**src/rtl/keyed_buffer_pool_with_aging_assert.svh**
```systemverilog
// Assertion macros for the keyed buffer pool.
// Used by the top level; needs a clock named clk and an active-low reset named rst_n.
`ifndef KEYED_BUFFER_POOL_WITH_AGING_ASSERT_SVH
`define KEYED_BUFFER_POOL_WITH_AGING_ASSERT_SVH

// The consequent must hold in the same cycle as the antecedent.
`define KBPA_ASSERT_NOW(label, ante, cons, msg) \
    label: assert property (@(posedge clk) disable iff (!rst_n) (ante) |-> (cons)) \
        else $error(msg);

// The consequent must hold in the cycle after the antecedent.
`define KBPA_ASSERT_NEXT(label, ante, cons, msg) \
    label: assert property (@(posedge clk) disable iff (!rst_n) (ante) |=> (cons)) \
        else $error(msg);

`endif

```
**src/rtl/kbpa_pkg.sv**
```systemverilog
// Shared types and constants for the keyed buffer pool.
// No dependencies; used by the top level.
package kbpa_pkg;

    // Number of entries the pool can hold (1 to 31).
    localparam int POOL_ENTRIES = 16;
    localparam int IDX_W = (POOL_ENTRIES > 1) ? $clog2(POOL_ENTRIES) : 1;
    localparam int CNT_W = $clog2(POOL_ENTRIES + 1);

    // Field widths of a transaction.
    localparam int DIM_W = 14;
    localparam int FMT_W = 4;
    localparam int LIFE_W = 16;
    localparam int ID_W = 16;
    localparam int CNT_OUT_W = 5;
    localparam int IN_DATA_W = 72;
    localparam int OUT_DATA_W = 24;

    typedef enum logic [1:0] {
        OP_ACQUIRE = 2'd0,
        OP_RELEASE = 2'd1,
        OP_TICK    = 2'd2,
        OP_CLEAR   = 2'd3
    } op_t;

    typedef enum logic [2:0] {
        ST_REUSED   = 3'd0,
        ST_CREATED  = 3'd1,
        ST_FULL     = 3'd2,
        ST_RELEASED = 3'd3,
        ST_NOTFOUND = 3'd4,
        ST_TICKED   = 3'd5,
        ST_CLEARED  = 3'd6
    } status_t;

    // One pool entry as stored in the entry memory.
    typedef struct packed {
        logic [ID_W-1:0]   ident;
        logic [LIFE_W-1:0] life;
        logic              free;
        logic [FMT_W-1:0]  format;
        logic [DIM_W-1:0]  height;
        logic [DIM_W-1:0]  width;
    } entry_t;

endpackage

```
**src/rtl/kbpa_ram.sv**
```systemverilog
// Generic single-write, single-read synchronous RAM with registered read data.
// No dependencies; the pool top level holds its entry list in it.
module kbpa_ram #(
    parameter int DEPTH = 16,
    parameter int WIDTH = 8,
    parameter int AW = (DEPTH > 1) ? $clog2(DEPTH) : 1
) (
    input  logic             clk,
    input  logic             we,
    input  logic [AW-1:0]    waddr,
    input  logic [WIDTH-1:0] wdata,
    input  logic             re,
    input  logic [AW-1:0]    raddr,
    output logic [WIDTH-1:0] rdata
);

    logic [WIDTH-1:0] mem [DEPTH];

    // Write port.
    always_ff @(posedge clk)
    begin
        if (we)
        begin
            mem[waddr] <= wdata;
        end
    end

    // Read port with registered read data; data holds while no read is issued.
    always_ff @(posedge clk)
    begin
        if (re)
        begin
            rdata <= mem[raddr];
        end
    end

endmodule

```
**src/rtl/keyed_buffer_pool_with_aging.sv**
```systemverilog
// Keyed buffer pool with aging. A transaction on the slave side carries one command
// (acquire, release, tick or clear) and yields exactly one result transaction on the
// master side. The entry list lives in a one-read, one-write memory and is walked one
// entry per cycle. For each command:
// - An acquire or release walks the list from index 0 and stops at the first match.
// - One that matches nothing walks every entry in the pool.
// - A tick visits each entry it finds. Every entry present at the start
//   is visited once, whether it expires or not.
// - A clear does not walk the list.
// The single read port of the entry memory sets the walk rate. A finished result
// waits until the output register is empty or being emptied. A new command is taken
// once the previous result sits in the output register, even if it is not yet taken.
`include "keyed_buffer_pool_with_aging_assert.svh"

module keyed_buffer_pool_with_aging (
    input  logic                            clk,
    input  logic                            rst_n,
    input  logic                            s_tvalid,
    output logic                            s_tready,
    // Fields from bit 0: operation, buf_width, buf_height, buf_format, retention,
    // release_id, zero padding.
    input  logic [kbpa_pkg::IN_DATA_W-1:0]  s_tdata,
    output logic                            m_tvalid,
    input  logic                            m_tready,
    // Fields from bit 0: status, buffer_id, entry_count.
    output logic [kbpa_pkg::OUT_DATA_W-1:0] m_tdata
);

    localparam int IDX_W = kbpa_pkg::IDX_W;
    localparam int CNT_W = kbpa_pkg::CNT_W;
    localparam logic [CNT_W-1:0] POOL_MAX = CNT_W'(kbpa_pkg::POOL_ENTRIES);

    typedef enum logic [1:0] {
        S_IDLE,
        S_RUN,
        S_FIN
    } state_t;

    state_t                       state_reg, state_next;
    kbpa_pkg::op_t                op_reg, op_next;
    logic [kbpa_pkg::DIM_W-1:0]   width_reg, width_next;
    logic [kbpa_pkg::DIM_W-1:0]   height_reg, height_next;
    logic [kbpa_pkg::FMT_W-1:0]   format_reg, format_next;
    logic [kbpa_pkg::LIFE_W-1:0]  ret_reg, ret_next;
    logic [kbpa_pkg::ID_W-1:0]    rid_reg, rid_next;
    logic [CNT_W-1:0]             used_reg, used_next;
    logic [CNT_W-1:0]             cur_reg, cur_next;
    logic [kbpa_pkg::ID_W-1:0]    next_id_reg, next_id_next;
    kbpa_pkg::status_t            res_status_reg, res_status_next;
    logic [kbpa_pkg::ID_W-1:0]    res_id_reg, res_id_next;
    logic                         out_valid_reg, out_valid_next;
    logic [kbpa_pkg::OUT_DATA_W-1:0] out_data_reg, out_data_next;

    // Entry memory ports.
    logic                         ram_we;
    logic [IDX_W-1:0]             ram_waddr;
    kbpa_pkg::entry_t             ram_wdata;
    logic                         ram_re;
    logic [IDX_W-1:0]             ram_raddr;
    kbpa_pkg::entry_t             ram_q;

    // Helpers for the walk over the list.
    logic [CNT_W-1:0]             cur_inc;
    logic [CNT_W-1:0]             used_dec;
    logic                         walk_end;
    logic                         key_hit;
    logic                         id_hit;
    logic [kbpa_pkg::LIFE_W-1:0]  life_dec;
    logic                         out_free;

    kbpa_ram #(
        .DEPTH (kbpa_pkg::POOL_ENTRIES),
        .WIDTH ($bits(kbpa_pkg::entry_t)),
        .AW    (IDX_W)
    ) u_entries (
        .clk   (clk),
        .we    (ram_we),
        .waddr (ram_waddr),
        .wdata (ram_wdata),
        .re    (ram_re),
        .raddr (ram_raddr),
        .rdata (ram_q)
    );

    assign cur_inc  = cur_reg + 1'b1;
    assign used_dec = used_reg - 1'b1;
    assign walk_end = (cur_reg >= used_reg);
    assign key_hit  = ram_q.free && (ram_q.width == width_reg) &&
                      (ram_q.height == height_reg) && (ram_q.format == format_reg);
    assign id_hit   = (ram_q.ident == rid_reg);
    assign life_dec = ram_q.life - 1'b1;
    assign out_free = !out_valid_reg || m_tready;

    assign s_tready = (state_reg == S_IDLE);
    assign m_tvalid = out_valid_reg;
    assign m_tdata  = out_data_reg;

    // Command sequencer: decode, walk the entry list (except for a clear), then post the result.
    always_comb
    begin
        state_next      = state_reg;
        op_next         = op_reg;
        width_next      = width_reg;
        height_next     = height_reg;
        format_next     = format_reg;
        ret_next        = ret_reg;
        rid_next        = rid_reg;
        used_next       = used_reg;
        cur_next        = cur_reg;
        next_id_next    = next_id_reg;
        res_status_next = res_status_reg;
        res_id_next     = res_id_reg;
        out_valid_next  = out_valid_reg;
        out_data_next   = out_data_reg;
        ram_we          = 1'b0;
        ram_waddr       = cur_reg[IDX_W-1:0];
        ram_wdata       = ram_q;
        ram_re          = 1'b0;
        ram_raddr       = cur_inc[IDX_W-1:0];

        // The result register empties when the master side takes it.
        if (out_valid_reg && m_tready)
        begin
            out_valid_next = 1'b0;
        end

        unique case (state_reg)
            S_IDLE:
            begin
                if (s_tvalid)
                begin
                    op_next     = kbpa_pkg::op_t'(s_tdata[1:0]);
                    width_next  = s_tdata[15:2];
                    height_next = s_tdata[29:16];
                    format_next = s_tdata[33:30];
                    ret_next    = s_tdata[49:34];
                    rid_next    = s_tdata[65:50];
                    cur_next    = '0;
                    res_id_next = '0;
                    if (kbpa_pkg::op_t'(s_tdata[1:0]) == kbpa_pkg::OP_CLEAR)
                    begin
                        used_next       = '0;
                        res_status_next = kbpa_pkg::ST_CLEARED;
                        state_next      = S_FIN;
                    end
                    else
                    begin
                        // Fetch the first entry so it is ready in the first walk cycle.
                        ram_re     = (used_reg != '0);
                        ram_raddr  = '0;
                        state_next = S_RUN;
                    end
                end
            end

            S_RUN:
            begin
                unique case (op_reg)
                    kbpa_pkg::OP_ACQUIRE:
                    begin
                        if (walk_end)
                        begin
                            // No free entry with this key: append one, or report full.
                            if (used_reg < POOL_MAX)
                            begin
                                ram_we           = 1'b1;
                                ram_waddr        = used_reg[IDX_W-1:0];
                                ram_wdata.ident  = next_id_reg;
                                ram_wdata.life   = ret_reg;
                                ram_wdata.free   = 1'b0;
                                ram_wdata.format = format_reg;
                                ram_wdata.height = height_reg;
                                ram_wdata.width  = width_reg;
                                res_id_next      = next_id_reg;
                                next_id_next     = next_id_reg + 1'b1;
                                used_next        = used_reg + 1'b1;
                                res_status_next  = kbpa_pkg::ST_CREATED;
                            end
                            else
                            begin
                                res_status_next = kbpa_pkg::ST_FULL;
                            end
                            state_next = S_FIN;
                        end
                        else if (key_hit)
                        begin
                            ram_we          = 1'b1;
                            ram_wdata.free  = 1'b0;
                            res_id_next     = ram_q.ident;
                            res_status_next = kbpa_pkg::ST_REUSED;
                            state_next      = S_FIN;
                        end
                        else
                        begin
                            cur_next = cur_inc;
                            ram_re   = (cur_inc < used_reg);
                        end
                    end

                    kbpa_pkg::OP_RELEASE:
                    begin
                        if (walk_end)
                        begin
                            res_status_next = kbpa_pkg::ST_NOTFOUND;
                            state_next      = S_FIN;
                        end
                        else if (id_hit)
                        begin
                            ram_we          = 1'b1;
                            ram_wdata.free  = 1'b1;
                            res_status_next = kbpa_pkg::ST_RELEASED;
                            state_next      = S_FIN;
                        end
                        else
                        begin
                            cur_next = cur_inc;
                            ram_re   = (cur_inc < used_reg);
                        end
                    end

                    kbpa_pkg::OP_TICK:
                    begin
                        if (walk_end)
                        begin
                            res_status_next = kbpa_pkg::ST_TICKED;
                            state_next      = S_FIN;
                        end
                        else if (life_dec != '0)
                        begin
                            // Survivor: store the aged lifetime and move on.
                            ram_we         = 1'b1;
                            ram_wdata.life = life_dec;
                            cur_next       = cur_inc;
                            ram_re         = (cur_inc < used_reg);
                        end
                        else
                        begin
                            // Expired: the last entry takes this slot and is aged next.
                            used_next = used_dec;
                            ram_re    = (cur_reg < used_dec);
                            ram_raddr = used_dec[IDX_W-1:0];
                        end
                    end

                    kbpa_pkg::OP_CLEAR:
                    begin
                        state_next = S_FIN;
                    end
                endcase
            end

            S_FIN:
            begin
                if (out_free)
                begin
                    out_valid_next = 1'b1;
                    out_data_next  = {kbpa_pkg::CNT_OUT_W'(used_reg), res_id_reg,
                                      res_status_reg};
                    state_next     = S_IDLE;
                end
            end

            default:
            begin
                state_next = S_IDLE;
            end
        endcase
    end

    // State, list bookkeeping and the result register.
    always_ff @(posedge clk or negedge rst_n)
    begin
        if (!rst_n)
        begin
            state_reg      <= S_IDLE;
            op_reg         <= kbpa_pkg::OP_ACQUIRE;
            width_reg      <= '0;
            height_reg     <= '0;
            format_reg     <= '0;
            ret_reg        <= '0;
            rid_reg        <= '0;
            used_reg       <= '0;
            cur_reg        <= '0;
            next_id_reg    <= '0;
            res_status_reg <= kbpa_pkg::ST_REUSED;
            res_id_reg     <= '0;
            out_valid_reg  <= 1'b0;
            out_data_reg   <= '0;
        end
        else
        begin
            state_reg      <= state_next;
            op_reg         <= op_next;
            width_reg      <= width_next;
            height_reg     <= height_next;
            format_reg     <= format_next;
            ret_reg        <= ret_next;
            rid_reg        <= rid_next;
            used_reg       <= used_next;
            cur_reg        <= cur_next;
            next_id_reg    <= next_id_next;
            res_status_reg <= res_status_next;
            res_id_reg     <= res_id_next;
            out_valid_reg  <= out_valid_next;
            out_data_reg   <= out_data_next;
        end
    end

    // Checks on the list walk and memory use.
    `KBPA_ASSERT_NOW(a_used_bound, 1'b1, used_reg <= POOL_MAX, "entry count exceeds pool size")
    `KBPA_ASSERT_NOW(a_cursor_bound, state_reg == S_RUN, cur_reg <= used_reg, "cursor past end")
    `KBPA_ASSERT_NOW(a_write_in_walk, ram_we, state_reg == S_RUN, "entry write outside walk")
    `KBPA_ASSERT_NEXT(a_fin_posts, state_reg == S_FIN && out_free, out_valid_reg, "no result")

endmodule
```
**config.mk**
```make
export PLATFORM = sky130hd
export DESIGN_NAME = keyed_buffer_pool_with_aging
export DESIGN_NICKNAME = d
export VERILOG_FILES = /design/src/rtl/kbpa_pkg.sv /design/src/rtl/kbpa_ram.sv /design/src/rtl/keyed_buffer_pool_with_aging.sv
export VERILOG_INCLUDE_DIRS = /design/src /design/src/rtl
export SDC_FILE = /design/constraint.sdc
export NUM_CORES = 2
export LEC_CHECK = 0
export BUFFER_PORTS_ARGS = -buffer_cell sky130_fd_sc_hd__buf_2
export CAP_MARGIN = 40
export CORE_MARGIN = 10
export CORE_UTILIZATION = 50
export CTS_BUF_LIST = sky130_fd_sc_hd__clkbuf_4
export DETAILED_ROUTE_END_ITERATION = 10
export PLACE_DENSITY = 0.68
export SYNTH_ARGS = -nofsm -noshare
export SYNTH_HDL_FRONTEND = slang
export SYNTH_HIERARCHICAL = 1
export SYNTH_SLANG_ARGS = --single-unit
```
**constraint.sdc**
```tcl
create_clock -name clk -period 7.5 [get_ports clk]
set_clock_uncertainty 0.2 [all_clocks]
set_input_delay 2.25 -clock clk [delete_from_list [all_inputs] [get_ports clk]]
set_output_delay 2.25 -clock clk [all_outputs]
set_load 0.005 [all_outputs]
```
==> impl_metrics.env <==
export IMPL_critical_path_buf_inv_count=2
export IMPL_tns_ns=0
export IMPL_synthMuxAreaShare=0.154
export IMPL_clk_latency_ns=1.18
export IMPL_largest_register_ffs=1040
export IMPL_dp_hpwl_mm=62.6
export IMPL_slew_viol_final=0
export IMPL_die_x_um=335
export IMPL_r2r_setup_slack_ns=1.51
export IMPL_syn_to_final_growth_pct=13.5
export IMPL_period_minus_slack_ns=5.99
export IMPL_peakVddDrop_v=0.000428
export IMPL_maxSlewHeadroom=0.378
export IMPL_ys_async_sr_fraction=0.111
export IMPL_cts_hold_buffers=0
export IMPL_clock_fmax_mhz=167
export IMPL_power_leakage_nw=18.8
export IMPL_dieArea_sq_mm=0.112
export IMPL_vias_per_cell=6.05
export IMPL_root_buffer="clkbuf_4"
export IMPL_drive_gt1_frac=0.362
export IMPL_min_to="m_tdata[11]"
export IMPL_grt_overflow_total=0
export IMPL_place_ws_ns=1.71
export IMPL_startpoint_type="flop"
export IMPL_met1Wirelength_mm=47.3
export IMPL_max_clock_path_buffers=4
export IMPL_num_vias=26500
export IMPL_clkTransAtPathRegs_ns=0.06
export IMPL_status="completed"
export IMPL_grt_antenna_before_repair=2
export IMPL_synth_cell_types=72
export IMPL_dr_pass1_iters=7
export IMPL_ys_seq_elements=1243
export IMPL_path_cells="inv_1, ha_1, nor3b_1, nand4b_1, a311oi_4, o211ai_4, or3_1, o21ai_0, nor2b_4, buf_4, a22oi_1, nand2_1"
export IMPL_post_drt_wl_per_cell_um=26.5
export IMPL_worstReg2RegEnd="u_entries/rdata[33]"
export IMPL_worst_path_max_delay_cell="nor2b_4"
export IMPL_worstHoldPathType="reg -> reg"
export IMPL_ff2ff_path_depth=12
export IMPL_die_height_um=335
export IMPL_powerDensity_mw_per_mm2=397
export IMPL_track_usage=0.208
export IMPL_synthCells=2494
export IMPL_route_detailed_drc=0
export IMPL_nets=2972
export IMPL_hp_start="res_id_reg[8]"
export IMPL_cts_tree="yes"
export IMPL_seqCellArea_sq_mm=0.0366
export IMPL_endpoint_kind="flop"
export IMPL_ant_nets=0
export IMPL_cts_setup_buffers=0
export IMPL_hold_violations=0
export IMPL_gp_congestion=0.872
export IMPL_critPathRequiredTime_ns=8.23
export IMPL_grt_start_max_net_pins=95
export IMPL_clock_sinks=1243
export IMPL_cp_max_fo=24
export IMPL_io_pins=102
export IMPL_synth_xor_area_share=0.0129
export IMPL_setup_viol=0
export IMPL_ys_warn_count=6
export IMPL_grt_pass1_vias=27600
export IMPL_worst_pin_slew_ns=0.923
export IMPL_cp_data_arrival_time_ns=6.72
export IMPL_cts_buffers=326
export IMPL_syn_area_per_cell_sq_um=19.8
export IMPL_rr_startpoint="u_entries/rdata[34]"
export IMPL_rsz0062_at_grt="false"
export IMPL_rows=115
export IMPL_core_sq_mm=0.0983
export IMPL_slowest_delay_ns=0.89
export IMPL_ctsHtreeMaxLevel=5
export IMPL_yosysSeqAreaShare=0.741
export IMPL_holdPathStages=1
export IMPL_syn_num_nets=2596
export IMPL_top_register="u_entries/mem"
export IMPL_highest_layer="met4"
export IMPL_maxCapViolations=0
export IMPL_wl_met2_mm=55.8
export IMPL_multi_input_area_sq_mm=0.0123
export IMPL_synth_simple_area_share=0.0286
export IMPL_fillers=7331
export IMPL_synth_compound_area_frac=0.0418
export IMPL_place_port_buffers=95
export IMPL_synthAdderAreaFrac=0.00658
export IMPL_worst_slack_ns=1.51
export IMPL_initial_utilization=0.503
export IMPL_cpLargestDelayFamily="simple AND/OR/NAND/NOR gates"
export IMPL_fin_crit_sh=0.798
export IMPL_power_mw=22.3
export IMPL_drtIter0Drc=2502
export IMPL_met3_length_mm=10.2
export IMPL_synth_cell_area_sq_mm=0.0495
export IMPL_synth_edf_count=1105
export IMPL_finalWirelength_mm=116
export IMPL_critPathKind="reg -> reg"
export IMPL_cts_resized=0
export IMPL_grt_pass1_wl_mm=174
export IMPL_synth_top_family_by_area="multiplexers"
export IMPL_synth_ff_type="edfxtp_1"
layout make-up:
type / count / area share
Sequential cell: 1243 / 0.652
Clock buffer: 467 / 0.0624
Inverter: 18 / 0.00120
Clock inverter: 73 / 0.00902
Multi-Input combinational cell: 1102 / 0.219
Tap cell: 1287 / 0.0287
Timing Repair Buffer: 179 / 0.0271
Antenna cell: 10 / 0.000446
cell usage in the layout (no fill, tap or decap), drive strengths merged, types with 10 or more instances in the layout:
| master | count |
|---|---|
| nor3 | 18 |
| a22oi | 133 |
| xor2 | 10 |
| buf | 178 |
| o21ai | 37 |
| dfrtp | 138 |
| inv | 20 |
| a21oi | 41 |
| clkinv | 62 |
| diode | 10 |
| nand3 | 28 |
| ha | 26 |
| clkbuf | 467 |
| edfxtp | 1105 |
| nand4 | 16 |
| mux4 | 260 |
| xnor2 | 63 |
| nand2 | 141 |
| nor4 | 11 |
| mux2 | 152 |
| nor2 | 34 |
synth_stat cells, drive strengths merged (4+ instances only):
| cell type | n | area, sq um |
|---|---|---|
| nor2b | 6 | 37.5 |
| o22ai | 5 | 37.5 |
| a31oi | 5 | 31.3 |
| and2 | 8 | 50.1 |
| a22o | 5 | 43.8 |
| dfrtp | 138 | 3450 |
| buf | 57 | 413 |
| nor3 | 18 | 90.1 |
| o2bb2ai | 5 | 43.8 |
| o311ai | 5 | 43.8 |
| o21a | 5 | 37.5 |
| nand2b | 8 | 50.1 |
| o21ai | 37 | 189 |
| a21oi | 41 | 205 |
| nand2 | 141 | 529 |
| xor2 | 10 | 87.6 |
| mux2i | 5 | 50.1 |
| nor2 | 34 | 128 |
| a21o | 5 | 37.5 |
| o211ai | 4 | 48.8 |
| xnor2 | 63 | 552 |
| nand4 | 16 | 100 |
| clkbuf | 74 | 279 |
| mux2 | 152 | 1710 |
| nor4 | 11 | 68.8 |
| and3 | 4 | 25.0 |
| nand3 | 28 | 140 |
| a22oi | 133 | 998 |
| mux4 | 260 | 5860 |
| ha | 26 | 325 |
| inv | 18 | 67.6 |
| or4 | 5 | 41.3 |
| edfxtp | 1105 | 33200 |
through the flow:
step	instance area (sq um)	std cells	hold slack [ns]	util
global route	56200	4379	0.239	0.571
global placement	51800	3808	0.263	0.527
floorplan	49500	2494	0.261	-
finish	56200	4379	0.255	0.571
detailed placement	52100	3827	0.278	0.530
CTS	56100	4367	0.229	0.571
how the worst max path moves through the flow:
stage | slack (ns) | to | depth (start not counted) | startpoint
after CTS | 1.60 | u_entries/rdata[47] | 12 | u_entries/rdata[34]
after detailed placement | 1.71 | u_entries/rdata[58] | 12 | u_entries/rdata[34]
final | 1.51 | u_entries/rdata[33] | 12 | u_entries/rdata[34]
after global routing | 1.34 | u_entries/rdata[33] | 12 | u_entries/rdata[34]
after global placement | 1.59 | u_entries/mem[4][38] | 9 | used_reg[4]
after floorplan | 0.94 | u_entries/mem[1][0] | 10 | used_reg[0]
routing by layer:
layer	vias to the layer above	GRT usage
met2	1289	0.324
li1	11200	-
met3	211	0.0473
met1	13800	0.286
met4	0	0.0754
met5	-	0
where the power goes:
part | internal, mW | leakage (nW) | total [mW] | switching [mW]
logic | 3.12 | 4.70 | 6.99 | 3.87
clock network | 3.12 | 2.39 | 5.71 | 2.60
registers | 9.08 | 11.7 | 9.59 | 0.504
total | 15.3 | 18.8 | 22.3 | 6.97
cell families (layout without fill, tap and decap cells):
| family | Yosys count | count (layout) |
|---|---|---|
| XOR/XNOR | 73 | 73 |
| flip-flops | 1243 | 1243 |
| other | 0 | 10 |
| buffers and inverters | 149 | 737 |
| adder cells (fa/ha/maj) | 26 | 26 |
| AND/OR/NAND/NOR | 299 | 299 |
| multiplexers | 417 | 417 |
| AO/OA/AOI/OAI | 287 | 287 |
Note: power is estimated with default switching activity, not from simulation.
